$ cat config.mk
export PLATFORM = sky130hd
export DESIGN_NAME = waypoint_heading_drive_controller
export DESIGN_NICKNAME = d
export VERILOG_FILES = /design/src/design/wdhc_pkg.sv /design/src/design/wdhc_cordic.sv /design/src/design/waypoint_heading_drive_controller.sv
export SDC_FILE = /design/constraint.sdc
export NUM_CORES = 2
export LEC_CHECK = 0
export BUFFER_PORTS_ARGS = -buffer_cell sky130_fd_sc_hd__buf_2
export CAP_MARGIN = 20
export CORE_MARGIN = 2
export CORE_UTILIZATION = 45
export DETAILED_ROUTE_END_ITERATION = 8
export REMOVE_ABC_BUFFERS = 1
export SYNTH_ARGS = -nofsm -noshare
export SYNTH_HDL_FRONTEND = slang
export SYNTH_SLANG_ARGS = --single-unit
$ cat constraint.sdc
create_clock -name i_clk -period 11.25 [get_ports i_clk]
set_input_delay 1.125 -clock i_clk [delete_from_list [all_inputs] [get_ports i_clk]]
set_output_delay 1.125 -clock i_clk [all_outputs]
set_load 0.05 [all_outputs]
$ cat src/design/wdhc_pkg.sv
// ----------------------------------------------------------------------------
// wdhc_pkg
// Shared types, widths, constants and the arctangent table of the waypoint
// heading drive controller.
// ----------------------------------------------------------------------------
package wdhc_pkg;

    localparam int COORD_BITS   = 10;
    localparam int CORDIC_STEPS = 14;
    localparam int TABLE_LEN    = 24;
    localparam int CNT_W        = $clog2(CORDIC_STEPS);
    localparam int DIFF_W       = COORD_BITS + 1;
    localparam int CX_W         = DIFF_W + 8 + 3;
    localparam int Z_W          = 26;
    localparam int ANG_W        = 13;
    localparam int ERR_W        = 15;
    localparam int PWM_W        = 13;
    localparam int SQ_W         = 2 * DIFF_W;
    localparam int CFG_W        = 10;

    localparam logic [PWM_W-1:0] PWM_MAX    = 13'd5000;
    localparam logic [PWM_W-1:0] TURN_BASE  = 13'd1500;
    localparam logic [PWM_W-1:0] DRIVE_BASE = 13'd2800;
    localparam logic signed [ERR_W-1:0] HALF_TURN_Q4 = 15'sd2880;
    localparam logic signed [ERR_W-1:0] FULL_TURN_Q4 = 15'sd5760;

    // register indexes
    localparam logic [2:0] CFG_GOAL_A_X  = 3'd0;
    localparam logic [2:0] CFG_GOAL_B_X  = 3'd1;
    localparam logic [2:0] CFG_TARGET0_X = 3'd2;
    localparam logic [2:0] CFG_TARGET0_Y = 3'd3;
    localparam logic [2:0] CFG_TARGET1_X = 3'd4;
    localparam logic [2:0] CFG_TARGET1_Y = 3'd5;
    localparam logic [2:0] CFG_ANGLE_THR = 3'd6;
    localparam logic [2:0] CFG_DIST_THR  = 3'd7;

    // navigation phases
    localparam logic [1:0] NAV_TURN  = 2'd0;
    localparam logic [1:0] NAV_DRIVE = 2'd1;
    localparam logic [1:0] NAV_ALIGN = 2'd2;
    localparam logic [1:0] NAV_SWAP  = 2'd3;

    localparam logic [2:0] PH_START = 3'd0;

    typedef enum logic [2:0] {
        ST_IDLE,
        ST_SQ_X,
        ST_SQ_Y,
        ST_SQ_T,
        ST_CORDIC,
        ST_APPLY,
        ST_WRITE
    } t_state;

    typedef struct packed {
        logic signed [ERR_W-1:0] err;
        logic                    side;
    } t_hdiff;

    // arctangent of 2^-i in Q.16 degrees
    function automatic logic signed [Z_W-1:0] atan_q16(input logic [4:0] idx);
        logic signed [Z_W-1:0] v;
        case (idx)
            5'd0:  v = 26'sd2949120;
            5'd1:  v = 26'sd1740967;
            5'd2:  v = 26'sd919879;
            5'd3:  v = 26'sd466945;
            5'd4:  v = 26'sd234379;
            5'd5:  v = 26'sd117305;
            5'd6:  v = 26'sd58666;
            5'd7:  v = 26'sd29335;
            5'd8:  v = 26'sd14668;
            5'd9:  v = 26'sd7334;
            5'd10: v = 26'sd3667;
            5'd11: v = 26'sd1833;
            5'd12: v = 26'sd917;
            5'd13: v = 26'sd458;
            5'd14: v = 26'sd229;
            5'd15: v = 26'sd115;
            5'd16: v = 26'sd57;
            5'd17: v = 26'sd29;
            5'd18: v = 26'sd14;
            5'd19: v = 26'sd7;
            5'd20: v = 26'sd4;
            5'd21: v = 26'sd2;
            5'd22: v = 26'sd1;
            default: v = 26'sd0;
        endcase
        return v;
    endfunction

endpackage

$ cat src/design/wdhc_cordic.sv
// ----------------------------------------------------------------------------
// wdhc_cordic
// Iterative vectoring CORDIC: bearing atan2(ay, ax) in Q.4 degrees, one
// micro-rotation per cycle through a single add/shift unit.
// ----------------------------------------------------------------------------
module wdhc_cordic (
    input  logic                                 i_clk,
    input  logic                                 i_rst_n,
    input  logic                                 i_start,
    input  logic signed [wdhc_pkg::DIFF_W-1:0]   i_ay,
    input  logic signed [wdhc_pkg::DIFF_W-1:0]   i_ax,
    output logic                                 o_done,
    output logic signed [wdhc_pkg::ANG_W-1:0]    o_bearing
);
    import wdhc_pkg::*;

    logic                    r_busy;
    logic                    r_done;
    logic                    r_zero;
    logic [CNT_W-1:0]        r_cnt;
    logic signed [CX_W-1:0]  r_x;
    logic signed [CX_W-1:0]  r_y;
    logic signed [Z_W-1:0]   r_z;

    logic signed [CX_W-1:0]  w_x0;
    logic signed [CX_W-1:0]  w_y0;
    logic signed [CX_W-1:0]  w_sx;
    logic signed [CX_W-1:0]  w_sy;
    logic signed [Z_W-1:0]   w_atan;
    logic signed [Z_W-1:0]   w_zr;
    logic signed [Z_W-1:0]   w_q;

    // scale the vector by 256
    assign w_x0 = {{3{i_ax[DIFF_W-1]}}, i_ax, 8'b0};
    assign w_y0 = {{3{i_ay[DIFF_W-1]}}, i_ay, 8'b0};

    assign w_sx   = r_x >>> r_cnt;
    assign w_sy   = r_y >>> r_cnt;
    assign w_atan = atan_q16(5'(r_cnt));

    // control: run the step counter
    always_ff @(posedge i_clk) begin
        if (!i_rst_n) begin
            r_busy <= 1'b0;
            r_done <= 1'b0;
            r_cnt  <= '0;
        end else begin
            r_done <= 1'b0;
            if (i_start) begin
                r_busy <= 1'b1;
                r_cnt  <= '0;
            end else if (r_busy) begin
                if (r_cnt == CNT_W'(CORDIC_STEPS - 1)) begin
                    r_busy <= 1'b0;
                    r_done <= 1'b1;
                end else begin
                    r_cnt <= r_cnt + 1'b1;
                end
            end
        end
    end

    // datapath: pre-rotate into the right half plane, then rotate
    always_ff @(posedge i_clk) begin
        if (i_start) begin
            r_zero <= (i_ax == '0) && (i_ay == '0);
            if (i_ax < 0) begin
                if (i_ay >= 0) begin
                    r_x <= w_y0;
                    r_y <= -w_x0;
                    r_z <= 26'sd5898240;
                end else begin
                    r_x <= -w_y0;
                    r_y <= w_x0;
                    r_z <= -26'sd5898240;
                end
            end else begin
                r_x <= w_x0;
                r_y <= w_y0;
                r_z <= '0;
            end
        end else if (r_busy) begin
            if (r_y >= 0) begin
                r_x <= r_x + w_sy;
                r_y <= r_y - w_sx;
                r_z <= r_z + w_atan;
            end else begin
                r_x <= r_x - w_sy;
                r_y <= r_y + w_sx;
                r_z <= r_z - w_atan;
            end
        end
    end

    // round half up to Q.4 and clamp to a half turn
    assign w_zr = r_z + 26'sd2048;
    assign w_q  = w_zr >>> 12;

    always_comb begin
        if (r_zero) begin
            o_bearing = '0;
        end else if (w_q > 26'sd2880) begin
            o_bearing = 13'sd2880;
        end else if (w_q < -26'sd2880) begin
            o_bearing = -13'sd2880;
        end else begin
            o_bearing = w_q[ANG_W-1:0];
        end
    end

    assign o_done = r_done;

endmodule

$ cat src/design/waypoint_heading_drive_controller.sv
// ----------------------------------------------------------------------------
// waypoint_heading_drive_controller
// Per control tick: bearing to the goal, heading error, and a four-phase
// turn / drive / align / swap sequencer driving two saturated PWM values.
// ----------------------------------------------------------------------------
// One tick is taken at a time. The first tick after reset only picks the goal,
// and its result passes from the write state into the output register. Every
// later tick squares dx, dy and the distance threshold in turn on one shared
// multiplier, runs the iterative CORDIC until its done flag, then passes an
// apply and a write state before the result sits in the output register. The
// input is stalled while a tick is in work; a finished result waits in the
// output register, and the next tick is taken meanwhile.
module waypoint_heading_drive_controller (
    input  logic                                 i_clk,
    input  logic                                 i_rst_n,
    input  logic                                 i_cfg_we,
    input  logic [2:0]                           i_cfg_index,
    input  logic [wdhc_pkg::CFG_W-1:0]           i_cfg_data,
    input  logic                                 i_in_valid,
    output logic                                 o_in_stall,
    input  logic signed [wdhc_pkg::COORD_BITS-1:0] i_robot_x,
    input  logic signed [wdhc_pkg::COORD_BITS-1:0] i_robot_y,
    input  logic signed [8:0]                    i_heading,
    input  logic                                 i_team_side,
    output logic                                 o_out_valid,
    input  logic                                 i_out_stall,
    output logic [wdhc_pkg::PWM_W-1:0]           o_left_pwm,
    output logic [wdhc_pkg::PWM_W-1:0]           o_right_pwm,
    output logic                                 o_left_dir,
    output logic                                 o_right_dir,
    output logic                                 o_indicator,
    output logic [2:0]                           o_phase,
    output logic signed [13:0]                   o_heading_error,
    output logic                                 o_turn_side
);
    import wdhc_pkg::*;

    // configuration
    logic signed [COORD_BITS-1:0] r_goal_a_x, r_goal_b_x;
    logic signed [COORD_BITS-1:0] r_t0_x, r_t0_y, r_t1_x, r_t1_y;
    logic [7:0]                   r_ang_thr, r_dist_thr;

    // navigation state
    t_state                       r_state, n_state;
    logic                         r_started;
    logic [1:0]                   r_nav;
    logic                         r_tidx;
    logic signed [COORD_BITS-1:0] r_goal_x, r_goal_y;
    logic [PWM_W-1:0]             r_pwm_l, r_pwm_r;
    logic [1:0]                   r_dir;
    logic                         r_led;

    // tick work registers
    logic signed [DIFF_W-1:0]     r_dx, r_dy;
    logic signed [ANG_W-1:0]      r_hq;
    logic [SQ_W-1:0]              r_d2;
    logic [SQ_W-1:0]              r_thr2;
    logic [2:0]                   r_pend_phase;
    logic signed [ERR_W-1:0]      r_pend_err;
    logic                         r_pend_side;
    logic                         r_out_valid;

    logic                         w_accept;
    logic                         w_load_out;
    logic                         w_cordic_start;
    logic                         w_cordic_done;
    logic signed [ANG_W-1:0]      w_bearing;
    logic signed [8:0]            w_hsat;
    logic signed [DIFF_W-1:0]     w_ma, w_mb;
    logic signed [SQ_W-1:0]       w_prod;
    t_hdiff                       w_hd_goal, w_hd_zero, w_hd;
    logic                         w_reached;
    logic [PWM_W-1:0]             w_turn_p, w_curve_p;
    logic [ERR_W-1:0]             w_ath, w_ath2;
    logic [ERR_W+3:0]             w_err10;
    logic [ERR_W-1:0]             w_turn_raw, w_curve_raw;

    function automatic t_hdiff heading_diff(input logic signed [ERR_W-1:0] t,
                                            input logic signed [ERR_W-1:0] h);
        t_hdiff                  d;
        logic signed [ERR_W-1:0] aux;
        logic                    wrapped;
        aux     = t - HALF_TURN_Q4;
        wrapped = aux < -HALF_TURN_Q4;
        if (wrapped) begin
            aux = aux + FULL_TURN_Q4;
        end
        if (!wrapped) begin
            if (aux <= h && h <= t) begin
                d.err  = t - h;
                d.side = 1'b0;
            end else begin
                d.err  = ((h < 0) ? h + FULL_TURN_Q4 : h) - t;
                d.side = 1'b1;
            end
        end else begin
            if (h > t && h < aux) begin
                d.err  = h - t;
                d.side = 1'b1;
            end else begin
                d.err  = (h < 0) ? t - h : t + FULL_TURN_Q4 - h;
                d.side = 1'b0;
            end
        end
        return d;
    endfunction

    wdhc_cordic u_cordic (
        .i_clk     (i_clk),
        .i_rst_n   (i_rst_n),
        .i_start   (w_cordic_start),
        .i_ay      (-r_dx),
        .i_ax      (r_dy),
        .o_done    (w_cordic_done),
        .o_bearing (w_bearing)
    );

    assign w_accept   = i_in_valid && !o_in_stall;
    assign w_load_out = (r_state == ST_WRITE) && (!r_out_valid || !i_out_stall);

    // saturate the heading to a half turn
    assign w_hsat = (i_heading > 9'sd180) ? 9'sd180 :
                    (i_heading < -9'sd180) ? -9'sd180 : i_heading;

    // write configuration registers
    always_ff @(posedge i_clk) begin
        if (!i_rst_n) begin
            r_goal_a_x <= -10'sd100;
            r_goal_b_x <= 10'sd115;
            r_t0_x     <= 10'sd0;
            r_t0_y     <= 10'sd0;
            r_t1_x     <= 10'sd80;
            r_t1_y     <= 10'sd30;
            r_ang_thr  <= 8'd15;
            r_dist_thr <= 8'd5;
        end else if (i_cfg_we) begin
            case (i_cfg_index)
                CFG_GOAL_A_X:  r_goal_a_x <= i_cfg_data;
                CFG_GOAL_B_X:  r_goal_b_x <= i_cfg_data;
                CFG_TARGET0_X: r_t0_x     <= i_cfg_data;
                CFG_TARGET0_Y: r_t0_y     <= i_cfg_data;
                CFG_TARGET1_X: r_t1_x     <= i_cfg_data;
                CFG_TARGET1_Y: r_t1_y     <= i_cfg_data;
                CFG_ANGLE_THR: r_ang_thr  <= i_cfg_data[7:0];
                CFG_DIST_THR:  r_dist_thr <= i_cfg_data[7:0];
                default:       ;
            endcase
        end
    end

    // next state
    always_comb begin
        n_state = r_state;
        case (r_state)
            ST_IDLE:   if (w_accept) n_state = r_started ? ST_SQ_X : ST_WRITE;
            ST_SQ_X:   n_state = ST_SQ_Y;
            ST_SQ_Y:   n_state = ST_SQ_T;
            ST_SQ_T:   n_state = ST_CORDIC;
            ST_CORDIC: if (w_cordic_done) n_state = ST_APPLY;
            ST_APPLY:  n_state = ST_WRITE;
            ST_WRITE:  if (!r_out_valid || !i_out_stall) n_state = ST_IDLE;
            default:   n_state = ST_IDLE;
        endcase
    end

    // sequencer outputs
    always_comb begin
        o_in_stall     = 1'b1;
        w_cordic_start = 1'b0;
        w_ma           = r_dx;
        w_mb           = r_dx;
        case (r_state)
            ST_IDLE: o_in_stall = 1'b0;
            ST_SQ_X: begin
                w_ma = r_dx;
                w_mb = r_dx;
            end
            ST_SQ_Y: begin
                w_ma = r_dy;
                w_mb = r_dy;
            end
            ST_SQ_T: begin
                w_ma           = DIFF_W'($signed({1'b0, r_dist_thr}));
                w_mb           = DIFF_W'($signed({1'b0, r_dist_thr}));
                w_cordic_start = 1'b1;
            end
            default: ;
        endcase
    end

    // shared multiplier
    assign w_prod = w_ma * w_mb;

    always_ff @(posedge i_clk) begin
        if (!i_rst_n) begin
            r_state <= ST_IDLE;
        end else begin
            r_state <= n_state;
        end
    end

    // heading error and drive values
    assign w_hd_goal = heading_diff(ERR_W'(w_bearing), ERR_W'(r_hq));
    assign w_hd_zero = heading_diff('0, ERR_W'(r_hq));
    assign w_hd      = (r_nav == NAV_ALIGN) ? w_hd_zero : w_hd_goal;
    assign w_reached = r_d2 < r_thr2;
    assign w_ath     = ERR_W'({r_ang_thr, 4'b0});
    assign w_ath2    = ERR_W'({r_ang_thr, 5'b0});

    assign w_turn_raw  = ERR_W'(TURN_BASE) + (w_hd.err >>> 1);
    assign w_err10     = ({4'b0, w_hd.err} << 3) + ({4'b0, w_hd.err} << 1);
    assign w_curve_raw = ERR_W'(DRIVE_BASE) + w_err10[ERR_W+3:4];
    assign w_turn_p    = (w_turn_raw > ERR_W'(PWM_MAX)) ? PWM_MAX : w_turn_raw[PWM_W-1:0];
    assign w_curve_p   = (w_curve_raw > ERR_W'(PWM_MAX)) ? PWM_MAX : w_curve_raw[PWM_W-1:0];

    // navigation state and tick work
    always_ff @(posedge i_clk) begin
        if (!i_rst_n) begin
            r_started <= 1'b0;
            r_nav     <= NAV_TURN;
            r_tidx    <= 1'b0;
            r_goal_x  <= '0;
            r_goal_y  <= '0;
            r_pwm_l   <= '0;
            r_pwm_r   <= '0;
            r_dir     <= 2'b11;
            r_led     <= 1'b0;
        end else begin
            if (w_accept && !r_started) begin
                r_goal_x  <= i_team_side ? r_goal_a_x : r_goal_b_x;
                r_goal_y  <= '0;
                r_nav     <= NAV_TURN;
                r_started <= 1'b1;
            end
            if (r_state == ST_APPLY) begin
                case (r_nav)
                    NAV_TURN: begin
                        if (w_reached) begin
                            r_nav <= NAV_ALIGN;
                        end else if (w_hd.err < $signed(w_ath)) begin
                            r_nav <= NAV_DRIVE;
                        end else begin
                            r_pwm_l <= w_turn_p;
                            r_pwm_r <= w_turn_p;
                            r_dir   <= w_hd.side ? 2'b01 : 2'b10;
                        end
                    end
                    NAV_DRIVE: begin
                        if (w_reached) begin
                            r_nav <= NAV_ALIGN;
                            r_led <= 1'b1;
                        end else if (w_hd.err > $signed(w_ath2)) begin
                            r_nav <= NAV_TURN;
                            r_led <= 1'b1;
                        end else begin
                            r_led   <= 1'b0;
                            r_pwm_l <= w_hd.side ? w_curve_p : DRIVE_BASE;
                            r_pwm_r <= w_hd.side ? DRIVE_BASE : w_curve_p;
                            r_dir   <= 2'b00;
                        end
                    end
                    NAV_ALIGN: begin
                        if (w_hd.err < $signed(w_ath)) begin
                            r_nav <= NAV_SWAP;
                        end else begin
                            r_pwm_l <= w_turn_p;
                            r_pwm_r <= w_turn_p;
                            r_dir   <= w_hd.side ? 2'b01 : 2'b10;
                        end
                    end
                    default: begin
                        r_pwm_l  <= '0;
                        r_pwm_r  <= '0;
                        r_tidx   <= ~r_tidx;
                        r_goal_x <= r_tidx ? r_t0_x : r_t1_x;
                        r_goal_y <= r_tidx ? r_t0_y : r_t1_y;
                        r_nav    <= NAV_TURN;
                    end
                endcase
            end
        end
    end

    // capture the tick, accumulate squares, hold pending result fields
    always_ff @(posedge i_clk) begin
        if (w_accept) begin
            r_dx         <= DIFF_W'(r_goal_x) - DIFF_W'(i_robot_x);
            r_dy         <= DIFF_W'(r_goal_y) - DIFF_W'(i_robot_y);
            r_hq         <= ANG_W'({w_hsat, 4'b0});
            r_pend_phase <= PH_START;
            r_pend_err   <= '0;
            r_pend_side  <= 1'b0;
        end
        case (r_state)
            ST_SQ_X: r_d2   <= SQ_W'(w_prod);
            ST_SQ_Y: r_d2   <= r_d2 + SQ_W'(w_prod);
            ST_SQ_T: r_thr2 <= SQ_W'(w_prod);
            ST_APPLY: begin
                r_pend_phase <= {1'b0, r_nav} + 3'd1;
                r_pend_err   <= w_hd.err;
                r_pend_side  <= w_hd.side;
            end
            default: ;
        endcase
    end

    // output register
    always_ff @(posedge i_clk) begin
        if (!i_rst_n) begin
            r_out_valid <= 1'b0;
        end else if (w_load_out) begin
            r_out_valid <= 1'b1;
        end else if (!i_out_stall) begin
            r_out_valid <= 1'b0;
        end
    end

    always_ff @(posedge i_clk) begin
        if (w_load_out) begin
            o_left_pwm      <= r_pwm_l;
            o_right_pwm     <= r_pwm_r;
            o_left_dir      <= r_dir[0];
            o_right_dir     <= r_dir[1];
            o_indicator     <= r_led;
            o_phase         <= r_pend_phase;
            o_heading_error <= r_pend_err[13:0];
            o_turn_side     <= r_pend_side;
        end
    end

    assign o_out_valid = r_out_valid;

`ifndef SYNTHESIS
    a_pwm_range: assert property (@(posedge i_clk) disable iff (!i_rst_n)
        (r_pwm_l <= PWM_MAX) && (r_pwm_r <= PWM_MAX))
        else $error("pwm register above limit");

    a_done_in_cordic: assert property (@(posedge i_clk) disable iff (!i_rst_n)
        w_cordic_done |-> (r_state == ST_CORDIC))
        else $error("cordic done outside its state");

    a_hold_result: assert property (@(posedge i_clk) disable iff (!i_rst_n)
        (r_out_valid && i_out_stall) |=> r_out_valid)
        else $error("stalled result dropped");

    a_phase_range: assert property (@(posedge i_clk) disable iff (!i_rst_n)
        w_load_out |-> (r_pend_phase <= 3'd4))
        else $error("phase code out of range");
`endif

endmodule

# After elaboration in Yosys (flattened, before gate mapping)
# Memories as Yosys holds them, arrays and structs flattened. A register that Yosys moved wholly into a read port is not among the register bits.
# Cells that the tools add are included.
[op_classes]
n_shift = 2
addsub = 27
magnitude_cmp = 20
n_eq_ne = 23
reduce_logical = 38
n_mux = 89
multipliers = 1
n_bitwise = 5
[op_table]
columns = ["cell", "n"]
rows = [
  ["22-bit 2-to-1 mux", 10],
  ["13-bit 2-to-1 mux", 15],
  ["26-bit 2-to-1 mux", 5],
  ["10-bit 2-to-1 mux", 9],
  ["16-bit 2-to-1 mux", 5],
  ["13-bit one-hot mux with 3 select lines", 2],
  ["22-bit adder", 3],
  ["15-bit 2-to-1 mux", 3],
  ["19-bit negation with 22-bit output", 2],
  ["22-bit one-hot mux with 2 select lines", 1],
  ["22-bit by 4-bit >>> shifter with 22-bit output", 2],
  ["22-bit subtractor", 2],
  ["13-bit by 14-bit adder with 15-bit output (second input constant)", 2],
  ["15-bit by 13-bit greater-than comparator with 1-bit output (second input constant)", 2],
  ["15-bit by 13-bit subtractor with 15-bit output", 2],
  ["14-bit by 13-bit less-than comparator with 1-bit output (second input constant)", 2],
  ["14-bit 2-to-1 mux", 2],
  ["13-bit by 13-bit subtractor with 14-bit output", 2],
  ["26-bit by 13-bit adder with 26-bit output (second input constant)", 1],
  ["26-bit adder", 1],
  ["26-bit subtractor", 1],
  ["2-bit 2-to-1 mux", 12],
  ["22-bit by 1-bit >= comparator with 1-bit output (second input constant)", 1],
  ["11-bit zero test", 2],
  ["55 further kinds", 116],
]
[totals]
out_inout_bits = 49
regBits = 350
mem_bits_ro = 352
elab_cells = 249
memories = 1
[mem_list]
columns = ["name", "words", "word_bits", "rd", "rd_clocked_by_memory_dff", "write_ports", "line", "source"]
rows = [
  ["(no name shown)", 16, 22, 1, 1, 0, "wdhc_pkg.sv:63", "case (idx)"],
]

# Longest topological paths before layout
[logic_depth]
depth_word = 21
mapped_depth = 55
depth_no_buf = 49

# By module
# From an unflattened synthesis, not the netlist that was laid out.
[unflattened]
hier_cells = 4029
area_unflattened_um2 = 34959.8
[modules_own_cells]
columns = ["mod", "area_per_inst_um2", "cells_each", "instances", "seq_area_each_um2"]
rows = [
  ["waypoint_heading_drive_controller", 23372.4, 2634, 1, 6836.6],
  ["wdhc_cordic", 11587.4, 1395, 1, 2692.6],
]

# Worst setup path after synthesis
# No wires, ideal clock.
[synth_path]
kind = "reg2reg"
from = "register u_cordic.r_z[12]"
to = "register r_pwm_r[4]"
required_time_ns = 11.133
n_path_buf = 5
period_less_slack_ns = 9.760
arrival_ns = 9.643
path_slack_ns = 1.490
stages_incl_launch_ff = 54
cell_sequence = "edfxtp_1 > ha_1 > buf_2 > and3_1 > clkbuf_1 > a32oi_1 > o32a_1 > or2_1 > o32ai_4 > nor2_1 > a21o_1 > ha_1 > nor2_1 > o21ai_0 > o41ai_2 > o211a_1 > nor2_1 > buf_2 > [18 not listed] > nor2_1 > o21ai_0 > nand2b_1 > and2_1 > and3_1 > nor4_2 > inv_2 > ha_1 > inv_1 > nor2_1 > nand4_1 > and3_1 > xor2_1 > o31ai_1 > o21bai_2 > buf_4 > o22ai_1 > a22o_1"
[synth_lines]
columns = ["item", "line", "source"]
rows = [
  ["start, declared", "wdhc_cordic.sv:23", "logic signed [Z_W-1:0] r_z;"],
  ["start signal, assigned", "wdhc_cordic.sv:75", "r_z <= -26'sd5898240;"],
  ["start signal, assigned", "wdhc_cordic.sv:86", "r_z <= r_z + w_atan;"],
  ["start signal, assigned", "wdhc_cordic.sv:90", "r_z <= r_z - w_atan;"],
  ["end signal, assigned", "waypoint_heading_drive_controller.sv:244", "r_pwm_r <= w_turn_p;"],
  ["end signal, assigned", "waypoint_heading_drive_controller.sv:258", "r_pwm_r <= w_hd.side ? DRIVE_BASE : w_curve_p;"],
  ["end signal, assigned", "waypoint_heading_drive_controller.sv:267", "r_pwm_r <= w_turn_p;"],
  ["end, declared", "waypoint_heading_drive_controller.sv:49", "logic [PWM_W-1:0] r_pwm_l, r_pwm_r;"],
]

==> results <==
- The run finished with clean final reports.
- The I/O pin count is a little under 100.
- The routability-driven placement congestion ratio is 0.929.
- Detailed placement ended at an HPWL of 69500 µm.
- The number of flip-flops and latches in the synthesized netlist is 371.
- The count of yosys warnings during synthesis is 0.
- The finished cells cover about 0.036 mm².
- The worst setup path is launched from a register.
- The maximum number of pins on one net before global-route repair is between 70 and 80.
- The biggest area contributor in the post-synthesis netlist is edfxtp_1.
- The clock-pin slew of the registers on the worst-case setup and hold paths is approximately 0.060 ns.
- In the layout the commonest cells are 482 x nand2_1, 357 x inv_1, 306 x nor2_1, 284 x ha_1, 274 x a21oi_1.
- For this block, the routed nets add up to 90900 µm of wire.
- The async set or reset register ratio after synthesis is 0%.
- The maximum operating frequency is 0.0948 GHz.
- The number of enable flip-flop cells after synthesis is 210.
- The critical path data required time is 11.76 ns.
- The count of standard-cell rows is 99.
- The count of input and output buffers is 96.
- The H-tree depth reported by CTS is 2.
- The initial antenna violation count is 2.
- The number of slew-limit violations in the final report is 0.
- The library cell used most frequently in the layout, excluding fill and tap cells, is nand2_1.
- The final hold violation count is 0.
- The remaining number of nets flagged by the antenna check after routing is 0.
- TritonCTS built the clock tree.
- The iteration count of the initial detailed-routing pass is 5.
- The remaining max-slew budget at the tightest pin is 26.2%.
- The total negative slack for setup checks is 0 ns.
- The routed layout has about 28000 vias.
- The clock latency on the worst-skew pair is 0.60 ns.
- The initial utilization of the core area, before any placement, comes to 45.4%.
- Setup slack on the worst reg-to-reg path comes out at roughly 0.7 ns.
- The worst setup path endpoint is r_pwm_l[5].
- The worst flop-to-flop path startpoint is u_cordic.r_z[17].
- The slew of the pin with the lowest slew margin is around 1.1 ns.
- Setup violations remaining at the end of the flow were counted as 0.
- The largest single stage delay on the critical path is 0.63 ns.
- The tree built by TritonCTS fans out to 371 sinks.
- The slowest stage of the critical path belongs to the cell edfxtp_1.
- In the routed layout, each cell is associated on average with a via count of 5.64.
- The worst path uses 93.8% of the clock period.
- The first-pass GRT wire length is roughly 140000 µm.
- In this run, the number of DRC markers left after iteration 0 of detailed routing was between 2000 and 2500.
- The destination of the worst register-to-register timing path is r_pwm_l[5].
- The timing startpoint of the critical path is u_cordic.r_z[17].
- The instance area after placement is approximately 0.035 mm².
- The global-route usage over all layers is a little under a quarter.
- In this run the cell area of the synthesized design comes to around 0.033 mm².
- Setup repair after global routing left no endpoint under its margin.
- Of all nets on the critical path, the largest fanout is 14.
- The time the final worst path needs with I/O delays and setup is 10.55 ns.
- The depth of the worst register-to-register path is 44.
- Summing the sequential cell areas from Yosys gives 28.8% of the chip area.
- The most frequent cell on the critical path is ha_1.
- The count of filler cells inserted in the layout is 7019.
- The number of design rule violations left after detail routing is 0.
- The die span in y is 275 µm.
- After synthesis, the cell types taking the most area are edfxtp_1 19%, ha_1 11%, dfxtp_1 9.7%.
- The final-stage net count is 4379.
- STA classifies the critical path endpoint as a register.
- The library cell used as clock root buffer is clkbuf_16.
- At the worst endpoint, the arrival time is roughly 11 ns.
- Clock tree synthesis inserted a total of between 40 and 50 buffers.
- The clock passes through at most 3 buffers.
- The category of the most critical setup path is reg2reg.
- Counting distinct cell types in the post-synthesis netlist gives 105.
- The chip width is 275 µm.
- The number of global-route vias before repair came to 26400.
- The worst clock skew is 0.0257 ns.
- The post-route netlist has around 8.3% of its cells at a drive strength greater than 1.
- Synthesis produced a netlist whose cell count is 3897.
- The area growth from synthesis to final layout is 9.49%.
- The diode insertion count for antenna repair is 0.
- The area share of the largest cell type after synthesis is 19.0%.
- After detailed routing, the average wire length per cell comes to 18.4 µm.
- The core footprint is 0.0730 mm².
- After synthesis, the mean cell area works out to 8.50 µm².
- The tool flagged a number of max-cap violations equal to 0.
- The class of the most critical hold timing path is reg2reg.
- The die area is ~0.076 mm².
- The most common flop cell mapped by yosys is edfxtp_1.
- The total global routing overflow is 0.
[metal layers]
layer | wire length (µm) | up-vias | GRT usage [%] | part of all wire [%]
met2 | 40100 | 797 | 37.7 | 44
met1 | 43400 | 13200 | 35.0 | 48
met5 | 23 | - | 0 | 0.025
met3 | 5460 | 110 | 2.84 | 6.0
li1 | - | 13700 | - | -
met4 | 1870 | 4 | 5.26 | 2.1
[stage by stage]
step | utilization, % | instances | hold slack, ns | setup slack (ns)
after floorplan | - | 3727 | 0.400 | 1.13
after global placement | 47.4 | 4837 | 0.403 | 0.200
after detailed placement | 47.4 | 4837 | 0.407 | 0.167
after CTS | 49.6 | 4921 | 0.419 | 0.124
after global routing | 49.7 | 4927 | 0.419 | 0.0140
final | 49.7 | 4927 | 0.417 | 0.700
[cells in the mapped netlist (12+ instances only)]
| cell type | n |
|---|---|
| or3_1 | 24 |
| nand2b_1 | 49 |
| mux2i_1 | 71 |
| o31ai_1 | 30 |
| nand2_1 | 484 |
| xor2_1 | 78 |
| nor2b_1 | 49 |
| fa_1 | 115 |
| mux2_2 | 26 |
| and2_1 | 31 |
| a21boi_0 | 19 |
| a21o_1 | 70 |
| dfxtp_1 | 161 |
| o22ai_1 | 12 |
| a21oi_1 | 277 |
| and3_1 | 26 |
| ha_1 | 285 |
| o211ai_1 | 39 |
| o21bai_1 | 65 |
| a211o_1 | 12 |
| nor3_1 | 60 |
| o21ai_0 | 200 |
| nand4_1 | 25 |
| buf_2 | 19 |
| nor2_1 | 308 |
| o21a_1 | 43 |
| edfxtp_1 | 210 |
| a31oi_1 | 19 |
| a211oi_1 | 53 |
| buf_1 | 14 |
| xnor2_1 | 206 |
| inv_1 | 358 |
| nand3_1 | 84 |
| a22oi_1 | 15 |
| clkbuf_1 | 128 |
[state kept, by name, summed over array words and instances, names as in the netlist, 14 cells and up]
name	cells
r_pend_err	14
u_cordic.w_atan	22
u_cordic.r_y	22
r_thr2	21
u_cordic.r_x	22
o_heading_error	14
r_d2	22
u_cordic.r_z	26
[area by class of cell]
type / instances / area (µm²) / share of cell area, %
multi-input cells: 2987 / 21600 / 59.6
flip-flops and latches: 371 / 9530 / 26.3
inverters: 369 / 1390 / 3.82
clock buffers: 56 / 1210 / 3.33
well taps: 959 / 1200 / 3.31
repair buffers: 157 / 978 / 2.70
clock inverters: 28 / 350 / 0.965
[kinds of logic (layout without fill, tap and decap cells)]
| kind of cell | after synthesis | count (layout) | synth area share [%] |
|---|---|---|---|
| and+or+nand+nor | 1202 | 1202 | 16.5 |
| AOI/OAI and AO/OA | 993 | 993 | 19.6 |
| buffers and inverters | 539 | 610 | 6.23 |
| adders and majority gates | 401 | 401 | 17.7 |
| DFF | 371 | 371 | 28.8 |
| xor gates and xnor gates | 285 | 285 | 7.55 |
| muxes | 106 | 106 | 3.62 |
[how the worst min path moves through the flow]
stage,startpoint,end,slack [ns],cells after the start
global placement,r_pend_side,o_turn_side,0.40,0
floorplan,r_pend_err[0],o_heading_error[0],0.40,0
global route,r_pend_err[1],o_heading_error[1],0.42,0
finish,r_pend_err[1],o_heading_error[1],0.42,0
detailed placement,r_pend_err[1],o_heading_error[1],0.41,0
CTS,r_pend_err[1],o_heading_error[1],0.42,0
[timing repair]
item / 4_1_cts / 5_1_grt
endpoints found under the setup margin: 0 / 26
gates resized for setup: 0 / 11
buffers inserted: 0 / 4
hold buffers: 0 / 0
[worst max-delay path, delay by kind of cell, from the launching register on]
family          cells  cell delay (ns)
xor+xnor            4             0.79
simple gates       14             3.68
fa+ha+maj           4             1.06
mux                 1             0.13
compound gates     18             3.72
flops               1             0.63
buf+inv             3             0.45
Power is not shown: default switching activity piles up to over one toggle a cycle in this logic, so the estimate is an artifact.
